===== src/rtl/skv_pkg.sv =====
package skv_pkg;

   // Field widths fixed by the request and response words.
   localparam int KEY_BITS       = 32;
   localparam int REQ_VALUE_BITS = 32;
   localparam int STATUS_BITS    = 2;
   localparam int COUNT_OUT_BITS = 9;
   localparam int REQ_TDATA_BITS = 72;
   localparam int RSP_TDATA_BITS = 48;

   // Request kinds carried on req_tuser.
   localparam logic MODE_FIND = 1'b0;
   localparam logic MODE_ADD  = 1'b1;

   // Response status codes carried on rsp_tuser.
   localparam logic [STATUS_BITS-1:0] STATUS_OK        = 2'd0;
   localparam logic [STATUS_BITS-1:0] STATUS_NOT_FOUND = 2'd1;
   localparam logic [STATUS_BITS-1:0] STATUS_EXISTS    = 2'd2;
   localparam logic [STATUS_BITS-1:0] STATUS_FULL      = 2'd3;

   typedef enum logic [1:0] {
      S_IDLE,
      S_CMP,
      S_APPLY
   } skv_state_type;

   // Per-cell commands from the controller.
   typedef struct packed {
      logic cap_en;       // capture the compare flags for the held request key
      logic load_new;     // take the request key and value
      logic shift_in;     // take the left neighbor's key and value
      logic write_value;  // overwrite the value only
   } skv_cell_ctl_type;

   // Per-cell compare flags back to the controller.
   typedef struct packed {
      logic match;        // occupied and key equal to the request key
      logic ge;           // occupied and key not below the request key
   } skv_cell_flag_type;

endpackage


===== src/rtl/skv_cell.sv =====
module skv_cell
   import skv_pkg::*;
#(
   parameter int INDEX      = 0,
   parameter int VALUE_BITS = 32,
   parameter int COUNT_BITS = 9
) (
   input  logic                  clock,
   input  logic                  reset,
   input  skv_cell_ctl_type      ctl,
   input  logic                  signed_keys,
   input  logic [COUNT_BITS-1:0] used_count,
   input  logic [KEY_BITS-1:0]   req_key,
   input  logic [VALUE_BITS-1:0] req_value,
   input  logic [KEY_BITS-1:0]   prev_key,
   input  logic [VALUE_BITS-1:0] prev_value,
   output logic [KEY_BITS-1:0]   key_ff,
   output logic [VALUE_BITS-1:0] value_ff,
   output skv_cell_flag_type     flag_ff
);

   logic                  occupied;
   logic [KEY_BITS-1:0]   cell_ord;
   logic [KEY_BITS-1:0]   req_ord;
   logic                  less;
   skv_cell_flag_type     flag_in;
   logic [KEY_BITS-1:0]   key_in;
   logic [VALUE_BITS-1:0] value_in;

   // Signed order is unsigned order with the sign bit flipped.
   always_comb begin
      occupied = COUNT_BITS'(INDEX) < used_count;
      cell_ord = {key_ff[KEY_BITS-1] ^ signed_keys, key_ff[KEY_BITS-2:0]};
      req_ord  = {req_key[KEY_BITS-1] ^ signed_keys, req_key[KEY_BITS-2:0]};
      less     = cell_ord < req_ord;
      flag_in.match = occupied && (key_ff == req_key);
      flag_in.ge    = occupied && !less;
   end

   always_comb begin
      priority if (ctl.load_new) begin
         key_in   = req_key;
         value_in = req_value;
      end else if (ctl.shift_in) begin
         key_in   = prev_key;
         value_in = prev_value;
      end else if (ctl.write_value) begin
         key_in   = key_ff;
         value_in = req_value;
      end else begin
         key_in   = key_ff;
         value_in = value_ff;
      end
   end

   always_ff @(posedge clock) begin
      key_ff   <= key_in;
      value_ff <= value_in;
   end

   always_ff @(posedge clock) begin
      if (reset) begin
         flag_ff <= '0;
      end else if (ctl.cap_en) begin
         flag_ff <= flag_in;
      end
   end

endmodule


===== config.mk =====
export PLATFORM = sky130hd
export DESIGN_NAME = skv_cell
export DESIGN_NICKNAME = d
export VERILOG_FILES = /design/src/rtl/skv_pkg.sv /design/src/rtl/skv_cell.sv
export SDC_FILE = /design/constraint.sdc
export NUM_CORES = 1
export LEC_CHECK = 0
export ABC_AREA = 1
export ABC_CLOCK_PERIOD_IN_PS = 1650
export BUFFER_PORTS_ARGS = -buffer_cell sky130_fd_sc_hd__buf_2
export CAP_MARGIN = 20
export CORE_ASPECT_RATIO = 1.25
export CORE_MARGIN = 4
export CORE_UTILIZATION = 44
export DETAILED_ROUTE_END_ITERATION = 8
export PLACE_DENSITY = 0.81
export SYNTH_ARGS = -nofsm -noshare
export SYNTH_HDL_FRONTEND = slang
export SYNTH_SLANG_ARGS = --single-unit

===== constraint.sdc =====
create_clock -name clock -period 1.65 [get_ports clock]
set_input_delay 0.0825 -clock clock [delete_from_list [all_inputs] [get_ports clock]]
set_output_delay 0.0825 -clock clock [all_outputs]
set_load 0.05 [all_outputs]

==> metrics.cfg, run 1 <==
[die]
io_pins = 210
die_w_um = 89.0
die_area_um2 = 9720
start_util_pct = 45.7
die_h_um = 109
num_rows = 36
core_area_um2 = 7880

[yosys]
synthArstFlopShare_pct = 0
synth-seq-cells = 66
synth_area_um2 = 3610
postSynthAreaPerCell_um2 = 10.8
synthFlopType = edfxtp_1
synth_edf_count = 64
yosysSeqAreaShare_pct = 54.4
syn-num-nets = 508
yosysUniqueCellTypes = 28
ys_warn_count = 0
syn_inst = 333

[setup_path]
rr_worst_depth = 9
critical_path_required_ns = 1.92
cp_data_arrival_time_ns = 1.80
startpoint = key_ff[22]$_DFFE_PP_
cp-start-kind = register
r2r-start = key_ff[22]$_DFFE_PP_
cp-end-kind = register
path_class = reg -> reg
path_max_fanout = 2

[cts]
clk_path_buf_depth = 2
cts_buffers = 9
clock_sinks = 66
htree_levels = 3
clockRootBuffer = clkbuf_8
insertion_delay_ns = 0.34
clkTransAtPathRegs_ns = 0.07
cts_tree = yes

[drt]
wl_um = 9780
dr.pass1.iters = 4
vias = 3182
drtIter0Drc = 147
route.detailed.drc = 0
ant_nets = 0
vias_per_cell = 4.90
routedWlPerCell_um = 15.0

[final_layout]
layout-area-overhead-vs-synth_pct = 39.0
drive_gt1_share_pct = 48.6
stdcell_area_um2 = 5010
final_net_count = 725
fin_cells = 650
fin_util_pct = 63.6
diodes = 0

[place]
dpl.hpwl_um = 7850
gp_congestion = 0.809
dp.cells = 631
postPlaceCellArea_um2 = 4760
pre_cts_slack_ns = 0.0824
numPortBuffers = 209

[flow_run]
cap_violations = 0

[global_route]
grt_max_degree = 64
grt-ovfl-total = 0
grt_antenna_before_repair = 0
grt_pass1_vias = 3099
grt_pass1_wl_um = 13900
track_usage_pct = 19.0

[sta]
rsz0062_at_grt = yes
fin_crit_sh_pct = 92.2
min_period_ns = 1.52
fmax_ghz = 0.657
hold_violations = 0
max_slew_margin_pct = 51.4
worst_slew_pin_slew_ns = 0.730
slew_violations = 0
setup_viol = 0
setup_slack_ns = 0.129
tns_ns = 0
fin_skew_ns = 0.00525
hold_ws_ns = 0.0237

[worst_hold_path]
hp-class = in -> reg
hold_start = prev_key[9]
holdPathStages = 3

[pwr]
total_power_mw = 5.08
pwr_density_cell_nw_per_um2 = 1010
leakagePower_nw = 2.53
vdd_drop_max_mv = 0.633

[run_status]
status = completed

==> metal layers <==
layer	GRT usage [%]	vias to the layer above	wire, um
li1	-	1584	-
met3	5.52	13	1040
met1	20.1	1427	3700
met2	35.1	158	4900
met5	0	-	0
met4	7.23	0	145
==> Yosys cell counts (2+ instances only) <==
cell type	instances	area, um^2
clkbuf_1	5	18.8
mux2_2	29	327
ha_1	31	388
nor3_1	2	10.0
a21o_1	2	15.0
inv_1	41	154
edfxtp_1	64	1920
buf_4	3	22.5
a21oi_1	13	65.1
inv_2	3	11.3
mux2_1	3	33.8
dfxtp_1	2	40.0
or2_2	2	12.5
nand2_2	2	12.5
nand4_1	2	12.5
nand2_1	73	274
nor4_1	2	12.5
nand3_1	4	20.0
nor2_1	9	33.8
o21ai_0	33	165
==> report_power, final <==
group | total, mW | internal (mW) | switching, mW
combinational | 1.49 | 0.449 | 1.04
sequential | 2.12 | 2.05 | 0.0742
clock | 1.48 | 0.847 | 0.631
total | 5.08 | 3.34 | 1.74
==> layout by cell type, fill, tap and decap left out, types with 2 or more instances in the layout <==
cell type      instances
nor2_2                 3
dfxtp_1                2
nand2_2                2
bufinv_16              2
dlygate4sd3_1          2
buf_4                  3
buf_2                209
nor4_1                 2
mux2_2                29
clkinvlp_4             2
clkbuf_8               9
mux2_1                 3
edfxtp_1              64
or2_2                  2
clkinv_2               2
o21ai_0               33
nand3_1                4
nand2_1               73
nand4_1                2
nor3_1                 2
ha_1                  31
a21o_1                 2
nor2_1                 7
a21oi_1               13
inv_1                 41
inv_2                  3
==> layout make-up <==
type / count / area (um^2)
flip-flops and latches: 66 / 1960
repair buffers: 215 / 1110
well taps: 95 / 119
clock inverters: 7 / 93.8
clock buffers: 9 / 124
multi-input cells: 214 / 1440
inverters: 44 / 165
fillers: 639 / 2870
==> worst paths after layout <==
check / slack (ns) / endpoint
hold / removal: 0.02 / key_ff[9]$_DFFE_PP_
setup / recovery: 0.13 / flag_ff[0]$_SDFFE_PP0P_
hold reg to reg: 0.47 / flag_ff[1]$_SDFFE_PP0P_
setup reg to reg: 0.13 / flag_ff[0]$_SDFFE_PP0P_
==> critical path, stage by stage (launching register included) <==
cell and delay (ns):
edfxtp_1 0.41, ha_1 0.29, nand2_1 0.07, nor2_1 0.16, nand4_1 0.12, nor2_2 0.13, nand2_1 0.07, nand2_1 0.05
nand2_1 0.05, a21oi_2 0.11
==> registers in the layout (all words and copies together), names as in the netlist <==
name / cells
value_ff: 32
key_ff: 32
flag_ff: 2
==> what timing repair did <==
action,CTS,global route
endpoints found under the hold margin,3,0
buffers inserted,0,1
endpoints found under the setup margin,0,2
hold buffers,2,0
resized for setup,0,2
==> kinds of logic (layout without fill, tap and decap cells) <==
kind of cell | Yosys count | in the layout | share of synthesized area [%]
AO/OA/AOI/OAI | 51 | 51 | 7.43
multiplexers | 32 | 32 | 9.99
buffers and inverters | 53 | 275 | 5.83
flip-flops | 66 | 66 | 54.4
AND/OR/NAND/NOR | 100 | 100 | 11.6
adder cells (fa/ha/maj) | 31 | 31 | 10.8
Power figures use the tool's default switching activity.
==> run 2: changes to the inputs <==
--- a/config.mk
+++ b/config.mk
@@ -8,3 +8,3 @@
 export ABC_AREA = 1
-export ABC_CLOCK_PERIOD_IN_PS = 1650
+export ABC_CLOCK_PERIOD_IN_PS = 1500
 export BUFFER_PORTS_ARGS = -buffer_cell sky130_fd_sc_hd__buf_2
==> constraint.sdc (replaced) <==
create_clock -name clock -period 1.5 [get_ports clock]
set_input_delay 0.075 -clock clock [delete_from_list [all_inputs] [get_ports clock]]
set_output_delay 0.075 -clock clock [all_outputs]
set_load 0.02 [all_outputs]
==> run 2 against run 1 <==
  * The run now ends with negative setup slack left
  * Die area unchanged
  * Setup slack got worse by 0.23 ns
  * Clock skew increased by 0.0036 ns
  * Critical path depth increased by 2
  * Core utilization increased by 3.2 points
  * Register-to-register slack got worse by 0.23 ns
  * Hold slack got worse by 0.0015 ns
  * Design area increased by 5.0%
  * Cell count increased by 2.6%
  * Routed wire length increased by 5.1%
  * Clock power increased by 11%
==> metrics.cfg, run 2 (synthesized netlist as in run 1, its figures left out) <==
[setup_path]
r2r_end = flag_ff[0]$_SDFFE_PP0P_
path_buf_inv = 1
crit_family = simple AND/OR/NAND/NOR gates
path_class = reg -> reg
cp_cell_sequence = ha_4, nand2_2, inv_2, nand3_2, nor3_2, nand2_1, nand2_1, nand2_1, nand2_1, nand2_2, a21oi_2
cp_data_arrival_time_ns = 1.88
path_max_fanout = 2
reg2reg_slack_ns = -0.10
crit_path_frequent_cell = nand2_1
slowest_stage = edfxtp_1
max_stage_delay_ns = 0.45
r2r-start = key_ff[11]$_DFFE_PP_
critical_path_required_ns = 1.77
rr_worst_depth = 11
cp-start-kind = register
cp-end-kind = register

[sta]
fin_skew_ns = 0.00881
setup_viol = 2
setup_slack_ns = -0.105
max_slew_margin_pct = 63.1
fin_crit_sh_pct = 107
rsz0062_at_grt = yes
worst_slew_pin_slew_ns = 0.554
min_period_ns = 1.60
slew_violations = 0
fmax_ghz = 0.623
hold_violations = 0

[run_status]
status = finished, violations left
failed_checks = negative setup slack

[place]
numPortBuffers = 209
gp_congestion = 0.819
pre_cts_slack_ns = -0.114
dpl.hpwl_um = 8000

[drt]
wl_um = 10300
routedWlPerCell_um = 15.4
drtIter0Drc = 137
dr.pass1.iters = 5
ant_nets = 0
route.detailed.drc = 0
vias = 3279
vias_per_cell = 4.92

[final_layout]
top_regs = key_ff x32, value_ff x32, flag_ff x2
layout-area-overhead-vs-synth_pct = 46.0
diodes = 0
final_cell_mix = buf_2, nand2_1, edfxtp_1
final_common_cell = buf_2
final_net_count = 742
drive_gt1_share_pct = 51.6

[die]
start_util_pct = 45.7
die_h_um = 109
die_w_um = 89.0
core_area_um2 = 7880
die_area_um2 = 9720
io_pins = 210
num_rows = 36

[global_route]
grt_pass1_vias = 3304
grt_max_degree = 64
grt_pass1_wl_um = 14900
grt_antenna_before_repair = 0
track_usage_pct = 20.5
grt-ovfl-total = 0

[worst_hold_path]
holdPathStages = 3
hp-class = in -> reg
hold_start = prev_key[12]
hold_path_end = key_ff[12]$_DFFE_PP_

[pwr]
pwr_density_cell_nw_per_um2 = 1010
vdd_drop_max_mv = 0.894
total_power_mw = 5.30
leakagePower_nw = 2.61

[cts]
insertion_delay_ns = 0.34
clk_path_buf_depth = 2
cts_tree = yes
cts_buffers = 9
clock_sinks = 66
clockRootBuffer = clkbuf_8
htree_levels = 3
clkTransAtPathRegs_ns = 0.08

[flow_run]
cap_violations = 0

run 2: through the flow:
stage	utilization, %	instances	instance area [um^2]	hold slack [ns]	setup TNS (ns)
finish	66.8	667	5260	0.0222	-0.122
global route	66.8	667	5260	0.00891	-0.373
CTS	66.1	666	5210	0.00135	-0.0497
detailed placement	61.3	640	4830	0.278	-0.225
global placement	61.3	640	4830	0.258	-0.112
floorplan	-	333	3610	0.137	-0.00959
run 2: worst max-delay path by stage:
stage,from,slack [ns],to,cells after the start
floorplan,key_ff[11]$_DFFE_PP_,-0.01,flag_ff[0]$_SDFFE_PP0P_,11
global placement,key_ff[7]$_DFFE_PP_,-0.1,flag_ff[1]$_SDFFE_PP0P_,7
detailed placement,key_ff[23]$_DFFE_PP_,-0.11,flag_ff[0]$_SDFFE_PP0P_,9
CTS,key_ff[23]$_DFFE_PP_,-0.03,flag_ff[0]$_SDFFE_PP0P_,9
global route,key_ff[11]$_DFFE_PP_,-0.22,flag_ff[0]$_SDFFE_PP0P_,11
finish,key_ff[11]$_DFFE_PP_,-0.10,flag_ff[0]$_SDFFE_PP0P_,11
run 2: repair_timing:
| item | CTS | global route |
|---|---|---|
| endpoints found under the hold margin | 10 | 0 |
| hold buffers | 9 | 0 |
| pin swaps | 2 | 8 |
| setup buffers | 1 | 1 |
| setup endpoints to repair | 2 | 2 |
| gates resized for setup | 11 | 9 |
run 2: final cells by class:
class | count | area [um^2]
Timing Repair Buffer | 232 | 1250
Inverter | 44 | 165
Sequential cell | 66 | 1960
Multi-Input combinational cell | 214 | 1550
Clock inverter | 7 | 93.8
Fill cell | 618 | 2620
Tap cell | 95 | 119
Clock buffer | 9 | 124
run 2: worst min-delay path: stages:
cell and delay [ns]:
buf_2 0.07, nand2_1 0.04, o21ai_0 0.06
run 2: report_power, final:
| group | switching, mW | leakage (nW) | internal (mW) | total [mW] |
|---|---|---|---|---|
| Clock | 0.711 | 0.105 | 0.932 | 1.64 |
| Combinational | 0.751 | 1.83 | 0.575 | 1.33 |
| Sequential | 0.0863 | 0.678 | 2.25 | 2.34 |
run 2: layer usage:
metal	share of wire, %	GRT usage (%)	routed length (um)	vias up
li1	-	-	-	1627
met2	50	36.2	5120	175
met4	2.6	9.47	267	0
met3	11	5.29	1150	20
met5	0	0	0	-
met1	36	22.8	3730	1457
